$ cat src/hw/rtl/rlw_pkg.sv
// Types and constants shared by the radial lens warp engine modules.
package rlw_pkg;

    // Field and datapath widths
    localparam int PIX_W   = 8;
    localparam int COORD_W = 6;
    localparam int SIZE_W  = 7;
    localparam int ABS_W   = 7;
    localparam int FRAC_W  = 16;
    localparam int RATIO_W = FRAC_W + 1;
    localparam int SCALE_W = 17;
    localparam int MAG_W   = 7;

    // Q16 warp constants: 0.8, 0.2 and 1.8
    localparam logic [FRAC_W-1:0]  Q_EIGHT_TENTHS    = 16'd52429;
    localparam logic [SCALE_W-1:0] Q_TWO_TENTHS      = 17'd13107;
    localparam logic [SCALE_W-1:0] Q_EIGHTEEN_TENTHS = 17'd117965;

    // Opcodes
    localparam logic OP_WRITE = 1'b0;
    localparam logic OP_READ  = 1'b1;

    // Lens modes
    localparam logic MODE_FISHEYE = 1'b0;
    localparam logic MODE_BARREL  = 1'b1;

    // Register indexes (word address)
    localparam logic [1:0] REG_COLS = 2'd0;
    localparam logic [1:0] REG_ROWS = 2'd1;
    localparam logic [1:0] REG_MODE = 2'd2;

    typedef struct packed {
        logic               opcode;
        logic [COORD_W-1:0] column;
        logic [COORD_W-1:0] row;
        logic [PIX_W-1:0]   red_in;
        logic [PIX_W-1:0]   green_in;
        logic [PIX_W-1:0]   blue_in;
    } in_item_t;

    typedef struct packed {
        logic [PIX_W-1:0]   red_out;
        logic [PIX_W-1:0]   green_out;
        logic [PIX_W-1:0]   blue_out;
        logic [COORD_W-1:0] source_column;
        logic [COORD_W-1:0] source_row;
    } out_item_t;

    // Effective (clamped) configuration
    typedef struct packed {
        logic [SIZE_W-1:0] cols;
        logic [SIZE_W-1:0] rows;
        logic              mode;
    } cfg_t;

    // Controller to datapath commands
    typedef struct packed {
        logic capture;
        logic write;
        logic div_start;
        logic div_sel_y;
        logic load_rx;
        logic load_ry;
        logic calc_term;
        logic calc_scale;
        logic calc_mag;
        logic calc_coord;
        logic fetch;
    } dp_cmd_t;

    // Datapath to controller status
    typedef struct packed {
        logic is_read;
        logic out_of_image;
        logic pass_through;
        logic div_done;
    } dp_status_t;

endpackage

$ cat src/hw/rtl/rlw_ctrl.sv
// Controller state machine sequencing writes, reads and the warp arithmetic.
module rlw_ctrl (
    input  logic                 clk,
    input  logic                 rst_n,
    input  logic                 start,
    input  rlw_pkg::dp_status_t  status,
    output rlw_pkg::dp_cmd_t     cmd,
    output logic                 busy,
    output logic                 done
);
    import rlw_pkg::*;

    typedef enum logic [9:0] {
        ST_IDLE   = 10'b0000000001,
        ST_DECODE = 10'b0000000010,
        ST_DIVX   = 10'b0000000100,
        ST_DIVY   = 10'b0000001000,
        ST_TERM   = 10'b0000010000,
        ST_SCALE  = 10'b0000100000,
        ST_MAG    = 10'b0001000000,
        ST_COORD  = 10'b0010000000,
        ST_FETCH  = 10'b0100000000,
        ST_RESP   = 10'b1000000000
    } state_t;

    state_t state_reg;
    state_t state_next;

    // Next state and commands
    always_comb
    begin
        state_next = state_reg;
        cmd        = '0;
        case (state_reg)
            ST_IDLE:
            begin
                if (start)
                begin
                    cmd.capture = 1'b1;
                    state_next  = ST_DECODE;
                end
            end
            ST_DECODE:
            begin
                if (!status.is_read)
                begin
                    cmd.write  = 1'b1;
                    state_next = ST_IDLE;
                end
                else if (status.out_of_image)
                begin
                    state_next = ST_RESP;
                end
                else if (status.pass_through)
                begin
                    state_next = ST_COORD;
                end
                else
                begin
                    cmd.div_start = 1'b1;
                    state_next    = ST_DIVX;
                end
            end
            ST_DIVX:
            begin
                if (status.div_done)
                begin
                    cmd.load_rx   = 1'b1;
                    cmd.div_start = 1'b1;
                    cmd.div_sel_y = 1'b1;
                    state_next    = ST_DIVY;
                end
            end
            ST_DIVY:
            begin
                if (status.div_done)
                begin
                    cmd.load_ry = 1'b1;
                    state_next  = ST_TERM;
                end
            end
            ST_TERM:
            begin
                cmd.calc_term = 1'b1;
                state_next    = ST_SCALE;
            end
            ST_SCALE:
            begin
                cmd.calc_scale = 1'b1;
                state_next     = ST_MAG;
            end
            ST_MAG:
            begin
                cmd.calc_mag = 1'b1;
                state_next   = ST_COORD;
            end
            ST_COORD:
            begin
                cmd.calc_coord = 1'b1;
                state_next     = ST_FETCH;
            end
            ST_FETCH:
            begin
                cmd.fetch  = 1'b1;
                state_next = ST_RESP;
            end
            ST_RESP:
            begin
                state_next = ST_IDLE;
            end
            default:
            begin
                state_next = ST_IDLE;
            end
        endcase
    end

    always_ff @(posedge clk or negedge rst_n)
    begin
        if (!rst_n)
        begin
            state_reg <= ST_IDLE;
        end
        else
        begin
            state_reg <= state_next;
        end
    end

    assign busy = (state_reg != ST_IDLE);
    assign done = (state_reg == ST_RESP);

endmodule

$ cat config.mk
export PLATFORM = sky130hd
export DESIGN_NAME = rlw_ctrl
export DESIGN_NICKNAME = d
export VERILOG_FILES = /design/src/hw/rtl/rlw_pkg.sv /design/src/hw/rtl/rlw_ctrl.sv
export SDC_FILE = /design/constraint.sdc
export NUM_CORES = 1
export LEC_CHECK = 0
export BUFFER_PORTS_ARGS = -buffer_cell sky130_fd_sc_hd__buf_2
export CAP_MARGIN = 20
export CORE_AREA = 2 2 39 41
export CTS_BUF_LIST = sky130_fd_sc_hd__clkbuf_8
export CTS_CLUSTER_DIAMETER = 200
export CTS_CLUSTER_SIZE = 12
export DETAILED_ROUTE_END_ITERATION = 8
export DIE_AREA = 0 0 41 43
export PLACE_DENSITY = 0.78
export SYNTH_ARGS = -nofsm -noshare
export SYNTH_HDL_FRONTEND = slang
export SYNTH_SLANG_ARGS = --single-unit
export TNS_END_PERCENT = 20
$ cat constraint.sdc
create_clock -name clk -period 2.6 [get_ports clk]
set_input_delay 0.52 -clock clk [delete_from_list [all_inputs] [get_ports clk]]
set_output_delay 0.52 -clock clk [all_outputs]
set_load 0.03 [all_outputs]
Yosys cells after proc, flatten, opt, wreduce, memory -nomap -nowiden
Cells that the tools add are included.

Bits in registers: 10. Memories kept: 0. Bits of input ports: 7. Bits in writable memories: 0. Bits in latches: 0. ROM bits: 0.

$add $sub $neg: 0. Magnitude comparators: 0. Shifts and indexed selects: 0. $mul: 0. Div/mod/pow operators: 0. Reduce and logical (&&, ||, !) cells: 1. Bitwise gates (word level): 0. Eq/ne operators: 14. Mux-type cells: 24.

Operator list (count): $pmux 10 s9 (1); $mux 10 (5); $mux 1 (14); $eq 10x1->1 const B (1); $eq 10x10->1 const B (1); $eq 10x2->1 const B (1); $eq 10x3->1 const B (1); $eq 10x4->1 const B (1); $eq 10x5->1 const B (1); $eq 10x6->1 const B (1); $eq 10x7->1 const B (1); $eq 10x8->1 const B (1); $eq 10x9->1 const B (1); $ne 10x1->1 const B (1); $mux 8 (1); $ne 2x2->1 const B (3); $mux 3 (1); $reduce_and 3->1 (1); $mux 2 (1); $pmux 1 s2 (1).

Longest topological paths before layout
Gate-level depths: netlist of the first run.

Depth after elaboration: 4. Gate-level depth with buffers: 7.

Least setup slack after synthesis of the first run
OpenSTA, ideal clock, no wires.

Path type: register to output. Start: reg state_reg[6]. End: out cmd[7] in the netlist's numbering. Slack: -0.352 ns. Path buffers: 3. Cell stages (with the launch flop): 8. Arrival: 2.432 ns. Cell sequence: dfrtp_1 or3_1 buf_2 or3_4 or3_1 buf_2 nor2_1 buf_4.

RTL lines: start, declared (line rlw_ctrl.sv:26) `state_t state_reg;`; start signal, assigned (line rlw_ctrl.sv:126) `state_reg <= state_next;`; end, declared (line rlw_ctrl.sv:7) `output rlw_pkg::dp_cmd_t cmd,`.

==> metrics.cfg, run 1 <==
[outcome]
status = finished with violations
failed_checks = negative setup slack

[timing]
setup_slack_ns = -0.0003677
hold_ws_ns = 0.1307
final-setup-viol-count = 1
skew_ns = 0.003911
final.min_clock_period_ns = 2.600
tightestPinTransition_ns = 0.3932
relSlewSlack_pct = 73.54
rsz0062_at_grt = true
hold_viol = 0
slew_viol_final = 0
period_share_pct = 100.0
max_freq_mhz = 384.6

[routing]
drc_errors = 0
firstDrtPassIters = 4
totalWireLength_mm = 1.493
drt-wirelength-per-cell_um = 13.33
vias = 615
viasPerCell = 5.491
final_antenna_net_count = 0
first_iter_violations = 15

[synthesis]
yosys-top-cells-count = nor3_1 (13), dfrtp_1 (9), nor2_1 (6)
async_flop_share_pct = 100.0
synth_compound_area_share_pct = 12.50
synth_most_common_cell = nor3_1
synth_xor_area_share_pct = 2.869
syn-num-nets = 78
synth.top_cell.area_share_pct = 36.89
synthFlopType = dfrtp_1
synth_top_area_cell = dfrtp_1
synthSimpleGateAreaFrac_pct = 38.73
synthTopCellsByArea = dfrtp_1 (37%), nor3_1 (11%), dfstp_2 (4.3%)
avgSynthCellArea_um2 = 8.600
synthMuxAreaShare_pct = 0
synth_cell_types = 27
synth-edff-count = 0
synthAdderAreaFrac_pct = 0
syn-cell-area_um2 = 610.6
yosysWarnings = 0
ys_seq_elements = 10
synth_top_family_by_area = simple AND/OR/NAND/NOR gates
yosysSeqAreaShare_pct = 41.19
synth_cells = 71

[die]
io_pins = 20
dieArea_mm2 = 0.001763
die_w_um = 41
die_h_um = 43
core_mm2 = 0.001384
rows = 14
initial_utilization_pct = 44.12

[critical_path]
worstPathMaxFanout = 5
crit_start = state_reg[7]$_DFFE_PN0P_
critPathCaptureType = output port
rr_startpoint = state_reg[7]$_DFFE_PN0P_
arrival_ns = 2.08
startpoint_type = register
crit_type = register to output port
required_ns = 2.08

[power]
totalPowerFinal_uw = 481.5
ir_drop_uv = 379.8
p_leak_uw = 0.0004038
powerDensity_mw_per_mm2 = 567.6

[cts]
h-tree-depth = 1
clkLatencyLatePin_ns = 0.24
cts_inserted_buffers = 3
tritoncts = built
path_clk_slew_ns = 0.05
clockBufferDepth = 2
ctsHoldBuffers = 0
cts_sinks = 10
cts_root_buffer = clkbuf_8

[place]
port_buffers = 19
routabilityCongestion = 0.8666
pre_cts_slack_ns = 0.1147
dp_hpwl_mm = 1.083

[final_layout]
area_growth_pct = 38.93
largest_reg_flops = 10
num_antenna_cells = 0
drive_gt1_share_pct = 42.71
final_nets = 104

[grt]
grt_overflow_total = 0
grt_pass1_vias = 568
grt_max_degree = 11
grt_pass1_wl_mm = 2.532
grt_usage_pct = 22.17
grt_antenna_before_repair = 0

[worst_hold_path]
min_path_type = input pin to async pin

[job]
drv_cap = 0

-- critical path: stages (launching register included) --
cell	delay [ns]
dfrtp_1	0.37
or3_4	0.38
or3_4	0.38
or3_4	0.39
o32ai_2	0.11
buf_4	0.20
-- timing repair --
item,in CTS,in global routing
pin swaps,4,1
setup endpoints to repair,4,4
gates resized for setup,6,4
cloned,0,0
buffers inserted,2,0
-- worst paths after layout --
| path | to | cells after the start | slack, ns |
|---|---|---|---|
| max in group asynchronous | state_reg[0]$_DFFE_PN1P_ | 1 | 2.21 |
| worst max-delay path | cmd[8] | 5 | -0.0004 |
| worst min-delay path | state_reg[8]$_DFFE_PN0P_ | 1 | 0.13 |
| min in group clk | state_reg[2]$_DFFE_PN0P_ | 2 | 0.52 |
| worst min register to register | state_reg[1]$_DFFE_PN0P_ | 1 | 0.57 |
| worst max register to register | state_reg[4]$_DFFE_PN0P_ | 5 | 0.62 |
-- logic make-up after synthesis --
| family | after synthesis |
|---|---|
| flops | 10 |
| compound gates | 11 |
| xor+xnor | 2 |
| simple gates | 42 |
| buf+inv | 6 |
-- cells in the final DEF (no fill, tap or decap), drive strengths merged --
| master | count |
|---|---|
| dfstp | 1 |
| nand2 | 3 |
| o211ai | 1 |
| nand3 | 3 |
| o21ai | 2 |
| nor2 | 6 |
| or2 | 2 |
| clkbuf | 3 |
| inv | 2 |
| a211oi | 1 |
| buf | 26 |
| or3 | 3 |
| xor2 | 1 |
| and4b | 1 |
| nand3b | 2 |
| or3b | 2 |
| nand2b | 4 |
| nor3 | 13 |
| dfrtp | 9 |
| a31o | 1 |
| a21oi | 2 |
| nor4 | 3 |
| o32ai | 2 |
| xnor2 | 1 |
| a21o | 2 |
-- report_power, final --
part | internal [uW] | switching [uW] | leakage, uW
Combinational | 49.4 | 82.6 | 0.000242
Clock | 103 | 60.9 | 0.0000269
Sequential | 169 | 15.9 | 0.000135
-- area by class of cell --
| cell class | count | area [um2] |
|---|---|---|
| Clock inverter | 1 | 3.754 |
| Tap cell | 16 | 20.02 |
| Timing Repair Buffer | 26 | 165.2 |
| Inverter | 1 | 3.754 |
| Clock buffer | 3 | 41.29 |
| Multi-Input combinational cell | 55 | 362.8 |
| Fill cell | 127 | 535.5 |
| Sequential cell | 10 | 251.5 |
-- layer usage --
layer  wire (um)  share of wire [%]  up-vias  track usage (%)
met4          50                3.3        0            16.00
met3          80                5.4        5            3.141
met5           0                  0        -                0
met1         681                 46      283            30.95
met2         681                 46       18            30.00
li1            -                  -      309                -
-- metrics by stage --
step	area, um2	std cells	util, %	setup TNS, ns
finish	848.3	112	61.30	-0.0003677
global route	848.3	112	61.30	-0.2302
CTS	830.8	112	60.04	-0.1511
detailed placement	753.2	106	54.43	0
global placement	753.2	106	54.43	0
floorplan	625.6	71	-	-0.2712
(Power assumes the default switching activity.)
==> inputs of run 2 (changes only) <==
--- a/config.mk
+++ b/config.mk
@@ -7,13 +7,13 @@
 export LEC_CHECK = 0
 export BUFFER_PORTS_ARGS = -buffer_cell sky130_fd_sc_hd__buf_2
 export CAP_MARGIN = 20
-export CORE_AREA = 2 2 39 41
+export CORE_ASPECT_RATIO = 0.75
+export CORE_UTILIZATION = 30
 export CTS_BUF_LIST = sky130_fd_sc_hd__clkbuf_8
 export CTS_CLUSTER_DIAMETER = 200
 export CTS_CLUSTER_SIZE = 12
 export DETAILED_ROUTE_END_ITERATION = 8
-export DIE_AREA = 0 0 41 43
-export PLACE_DENSITY = 0.78
+export PLACE_DENSITY = 0.57
 export SYNTH_ARGS = -nofsm -noshare
 export SYNTH_HDL_FRONTEND = slang
 export SYNTH_SLANG_ARGS = --single-unit
==> metrics.cfg, run 2 (same netlist as run 1, synthesis figures left out) <==
[outcome]
status = finished with violations  ; unchanged
failed_checks = negative setup slack  ; unchanged

[die]
initial_utilization_pct = 33.52  ; was 44.12%
die_h_um = 41.07  ; was 43 um
rows = 13  ; was 14
die_w_um = 54.10  ; was 41 um
io_pins = 20  ; unchanged
dieArea_mm2 = 0.002222  ; was 0.001763 mm2
core_mm2 = 0.001822  ; was 0.001384 mm2

[final_layout]
largest_reg_flops = 10  ; unchanged
area_growth_pct = 37.70  ; was 38.93%
num_antenna_cells = 0  ; unchanged
fin_util_pct = 46.15  ; was 61.30%
mostFrequentLayoutCell = buf_2  ; unchanged
final_cells = 116  ; was 112
final_cell_mix = buf_2 (15), nor3_1 (12), dfrtp_1 (9), buf_4 (8), nor2_1 (5)  ; was buf_2 (15), nor3_1 (12), buf_4 (9), dfrtp_1 (9), nor2_1 (5)
drive_gt1_share_pct = 42.55  ; was 42.71%
final_nets = 102  ; was 104

[routing]
viasPerCell = 5.241  ; was 5.491
vias = 608  ; was 615
drt-wirelength-per-cell_um = 12.99  ; was 13.33 um
totalWireLength_mm = 1.507  ; was 1.493 mm
final_antenna_net_count = 0  ; unchanged
drc_errors = 0  ; unchanged
firstDrtPassIters = 4  ; unchanged
first_iter_violations = 20  ; was 15

[timing]
period_share_pct = 100.3  ; was 100.0%
final.min_clock_period_ns = 2.607  ; was 2.600 ns
relSlewSlack_pct = 77.15  ; was 73.54%
hold_ws_ns = 0.1355  ; was 0.1307 ns
finalSetupTns_ns = -0.006899  ; was -0.0003677 ns
skew_ns = 0.003668  ; was 0.003911 ns
max_freq_mhz = 383.6  ; was 384.6 MHz
tightestPinTransition_ns = 0.3397  ; was 0.3932 ns
setup_slack_ns = -0.006899  ; was -0.0003677 ns
final-setup-viol-count = 1  ; unchanged
rsz0062_at_grt = true  ; unchanged
slew_viol_final = 0  ; unchanged
hold_viol = 0  ; unchanged

[power]
p_leak_uw = 0.0003936  ; was 0.0004038 uW
ir_drop_uv = 342.4  ; was 379.8 uV
powerDensity_mw_per_mm2 = 602.5  ; was 567.6 mW/mm2

[grt]
grt_pass1_vias = 471  ; was 568
grt_max_degree = 11  ; unchanged
grt_usage_pct = 14.98  ; was 22.17%
grt_antenna_before_repair = 0  ; unchanged
grt_pass1_wl_mm = 2.159  ; was 2.532 mm
grt_overflow_total = 0  ; unchanged

[worst_hold_path]
min_path_type = input pin to async pin  ; unchanged

[place]
port_buffers = 19  ; unchanged
dp.cells = 111  ; was 106
pre_cts_slack_ns = 0.1253  ; was 0.1147 ns
dp_hpwl_mm = 1.162  ; was 1.083 mm
routabilityCongestion = 0.7398  ; was 0.8666

[critical_path]
required_ns = 2.08  ; about the same
crit_type = register to output port  ; unchanged
worstPathMaxFanout = 6  ; was 5
critPathCaptureType = output port  ; unchanged
arrival_ns = 2.09  ; was 2.08 ns
startpoint_type = register  ; unchanged

[cts]
h-tree-depth = 1  ; unchanged
tritoncts = built  ; unchanged
cts_root_buffer = clkbuf_8  ; unchanged
path_clk_slew_ns = 0.05  ; about the same
clkLatencyLatePin_ns = 0.24  ; about the same
cts_sinks = 10  ; unchanged
cts_inserted_buffers = 3  ; unchanged
clockBufferDepth = 2  ; unchanged

[job]
drv_cap = 0  ; unchanged

[run 2: critical path, cell delays in order (launching register included)]
cell     delay [ns]
dfrtp_1        0.37
or3_4          0.38
or3_4          0.37
or3_4          0.39
nor3_2         0.16
buf_4          0.18
[run 2: cell type report]
type / instances / area, um2
Inverter: 1 / 3.754
Multi-Input combinational cell: 55 / 360.3
Tap cell: 22 / 27.53
Sequential cell: 10 / 251.5
Timing Repair Buffer: 24 / 142.6
Clock buffer: 4 / 55.05
Fill cell: 187 / 980.9
[run 2: routing by layer]
metal	vias to the layer above	GRT usage, %	share of wire (%)
met2	27	19.44	38
li1	305	-	-
met3	3	6.667	10
met1	273	21.05	52
met4	0	5.769	0.53
met5	-	0	0
[run 2: what timing repair did]
action	CTS	global route
setup endpoints to repair	4	4
gates resized for setup	4	5
buffers inserted	1	0
hold buffers	0	0
[run 2: path summary, 6_finish.rpt]
kind	start	to	slack, ns	depth (start not counted)
max	state_reg[6]$_DFFE_PN0P_	cmd[5]	-0.007	5
min	rst_n	state_reg[5]$_DFFE_PN0P_	0.14	1
max reg2reg	state_reg[6]$_DFFE_PN0P_	state_reg[4]$_DFFE_PN0P_	0.83	4
min reg2reg	state_reg[6]$_DFFE_PN0P_	state_reg[8]$_DFFE_PN0P_	0.56	2
max in group asynchronous	rst_n	state_reg[0]$_DFFE_PN1P_	2.21	1
min in group clk	status[1]	state_reg[2]$_DFFE_PN0P_	0.51	2
[run 2: where the power goes]
part | internal [uW] | switching, uW
Combinational | 42.8 | 80.5
Clock | 133 | 64.4
Sequential | 169 | 16.4
[run 2: through the flow]
step	instance area, um2	total power (uW)
global placement	753.2	303.5
finish	840.8	506.6
global route	840.8	531.7
floorplan	625.6	269.5
CTS	828.3	509.4
detailed placement	753.2	305.0
==> inputs of run 3 (changes only) <==
--- a/config.mk
+++ b/config.mk
@@ -13,7 +13,9 @@
 export CTS_CLUSTER_DIAMETER = 200
 export CTS_CLUSTER_SIZE = 12
 export DETAILED_ROUTE_END_ITERATION = 8
+export MAX_ROUTING_LAYER = met4
 export PLACE_DENSITY = 0.57
+export SETUP_SLACK_MARGIN = 0.1
 export SYNTH_ARGS = -nofsm -noshare
 export SYNTH_HDL_FRONTEND = slang
 export SYNTH_SLANG_ARGS = --single-unit
==> metrics.cfg, run 3 (same netlist as run 1, synthesis figures left out) <==
[routing]
firstDrtPassIters = 4  ; unchanged
drc_errors = 0  ; unchanged
viasPerCell = 5.181  ; was 5.241
first_iter_violations = 15  ; was 20
final_antenna_net_count = 0  ; unchanged
vias = 601  ; was 608
totalWireLength_mm = 1.563  ; was 1.507 mm
drt-wirelength-per-cell_um = 13.47  ; was 12.99 um

[final_layout]
fillers = 191  ; was 187
postLayoutCellArea_um2 = 872.1  ; was 840.8 um2
mostFrequentLayoutCell = buf_2  ; unchanged
fin_util_pct = 47.87  ; was 46.15%
largest_reg_flops = 10  ; unchanged
area_growth_pct = 42.83  ; was 37.70%
final_cells = 116  ; unchanged
final_cell_mix = buf_2 (15), nor3_1 (12), dfrtp_1 (9), buf_4 (6), nor2_1 (5)  ; was buf_2 (15), nor3_1 (12), dfrtp_1 (9), buf_4 (8), nor2_1 (5)
drive_gt1_share_pct = 44.68  ; was 42.55%
final_nets = 102  ; unchanged
num_antenna_cells = 0  ; unchanged

[die]
dieArea_mm2 = 0.002222  ; unchanged
die_h_um = 41.07  ; unchanged
die_w_um = 54.10  ; unchanged
io_pins = 20  ; unchanged
rows = 13  ; unchanged
core_mm2 = 0.001822  ; unchanged
initial_utilization_pct = 33.52  ; unchanged

[timing]
setup_slack_ns = -0.01877  ; was -0.006899 ns
final-setup-viol-count = 1  ; unchanged
relSlewSlack_pct = 79.25  ; was 77.15%
hold_ws_ns = 0.1318  ; was 0.1355 ns
tightestPinTransition_ns = 0.3112  ; was 0.3397 ns
rsz0062_at_grt = true  ; unchanged
skew_ns = 0.001096  ; was 0.003668 ns
slew_viol_final = 0  ; unchanged
hold_viol = 0  ; unchanged
final.min_clock_period_ns = 2.619  ; was 2.607 ns
max_freq_mhz = 381.9  ; was 383.6 MHz
period_share_pct = 100.7  ; was 100.3%

[place]
routabilityCongestion = 0.7743  ; was 0.7398
dp_hpwl_mm = 1.183  ; was 1.162 mm
placed_area_um2 = 772.0  ; was 753.2 um2
dp.cells = 112  ; was 111
port_buffers = 19  ; unchanged

[job]
drv_cap = 0  ; unchanged

[critical_path]
r2r-end = state_reg[4]$_DFFE_PN0P_  ; unchanged
arrival_ns = 2.10  ; was 2.09 ns
startpoint_type = register  ; unchanged
critPathCaptureType = output port  ; unchanged
crit_type = register to output port  ; unchanged
cp_slowest_cell = or3_4  ; unchanged
rr_startpoint = state_reg[6]$_DFFE_PN0P_  ; unchanged
crit_start = state_reg[6]$_DFFE_PN0P_  ; unchanged
rrSetupSlack_ns = 0.81  ; was 0.83 ns
required_ns = 2.08  ; about the same
endpoint = cmd[5]  ; unchanged
cpMostUsedCell = or3_4  ; unchanged
path_cells = or3_4, or3_4, or3_4, nor3_4, buf_6  ; was or3_4, or3_4, or3_4, nor3_2, buf_4
cpPeakStageDelay_ns = 0.40  ; was 0.39 ns
rr_worst_depth = 4  ; unchanged
worstPathMaxFanout = 6  ; unchanged

[grt]
grt_pass1_wl_mm = 2.394  ; was 2.159 mm
grt_usage_pct = 17.32  ; was 14.98%
grt_antenna_before_repair = 0  ; unchanged
grt_max_degree = 11  ; unchanged
grt_overflow_total = 0  ; unchanged
grt_pass1_vias = 492  ; was 471

[outcome]
failed_checks = negative setup slack  ; unchanged
status = finished with violations  ; unchanged

[cts]
cts_root_buffer = clkbuf_8  ; unchanged
cts_sinks = 10  ; unchanged
clkLatencyLatePin_ns = 0.24  ; about the same
cts_inserted_buffers = 3  ; unchanged
clockBufferDepth = 2  ; unchanged
tritoncts = built  ; unchanged
path_clk_slew_ns = 0.05  ; about the same
h-tree-depth = 1  ; unchanged
ctsHoldBuffers = 0  ; unchanged

[power]
clkPwrFrac_pct = 39.1  ; was 39.0%
p_leak_uw = 0.0003957  ; was 0.0003936 uW
sequentialPowerShare_pct = 35.9  ; was 36.6%
swShare_pct = 32.39  ; was 31.83%
powerDensity_mw_per_mm2 = 588.8  ; was 602.5 mW/mm2
switching_power_uw = 166.3  ; was 161.3 uW
internal-power_uw = 347.1  ; was 345.4 uW
ir_drop_uv = 339.8  ; was 342.4 uV
combPwrFrac_pct = 25.0  ; was 24.3%

[worst_hold_path]
min_path_type = input pin to async pin  ; unchanged

==> run 3: cell count changes in the layout (fill, tap and decap cells not counted), sizes merged <==
cell / change
clkbuf: -1
buf: +1
==> run 3: cell type report <==
class                           instances  area, um2  share of cell area (%)
Multi-Input combinational cell         55      380.4                   43.62
Sequential cell                        10      251.5                   28.84
Timing Repair Buffer                   24      153.9                   17.65
Clock buffer                            4      55.05                   6.313
Tap cell                               22      27.53                   3.156
Inverter                                1      3.754                  0.4304
==> run 3: what timing repair did <==
action                                  4_1_cts  5_1_grt
pin swaps                                     0        0
resized for setup                             7        6
endpoints found under the setup margin        4        5
setup buffers                                 0        0
==> run 3: power by group through the flow <==
stage	logic, uW	registers, uW	clock network (uW)
2_1_floorplan	97.8	182	0
3_3_place_gp	120	187	0
3_5_place_dp	120	186	0
4_1_cts	125	184	208
5_1_grt	142	188	219
6_report	128	184	201
==> run 3: worst max-delay path: cells and delay by family (launching register included) <==
kind	cells	cell delay, ns
and+or+nand+nor	4	1.33
DFF	1	0.37
buffers and inverters	1	0.15
==> run 3: layer usage <==
| metal | vias to the layer above | part of all wire (%) | GRT usage, % |
|---|---|---|---|
| met4 | 0 | 1.3 | 5.769 |
| met1 | 275 | 51 | 24.17 |
| li1 | 305 | - | - |
| met3 | 4 | 7.4 | 8.148 |
| met5 | - | 0 | - |
| met2 | 17 | 40 | 20.99 |
==> run 3: how the worst min path moves through the flow <==
stage	start	endpoint	slack (ns)
2_1_floorplan	rst_n	state_reg[1]$_DFFE_PN0P_	0.22
3_3_place_gp	rst_n	state_reg[5]$_DFFE_PN0P_	0.39
3_5_place_dp	rst_n	state_reg[5]$_DFFE_PN0P_	0.40
4_1_cts	rst_n	state_reg[5]$_DFFE_PN0P_	0.13
5_1_grt	rst_n	state_reg[8]$_DFFE_PN0P_	0.14
6_report	rst_n	state_reg[5]$_DFFE_PN0P_	0.13
==> run 3: stage by stage <==
stage                     power (uW)  setup slack, ns  setup TNS (ns)
after global routing           548.2         -0.08157         -0.1657
after detailed placement       306.3          0.08371               0
after floorplan                280.1         -0.02726        -0.03123
after CTS                      517.7         -0.03565        -0.06956
final                          513.4         -0.01877        -0.01877
after global placement         306.5           0.1064               0
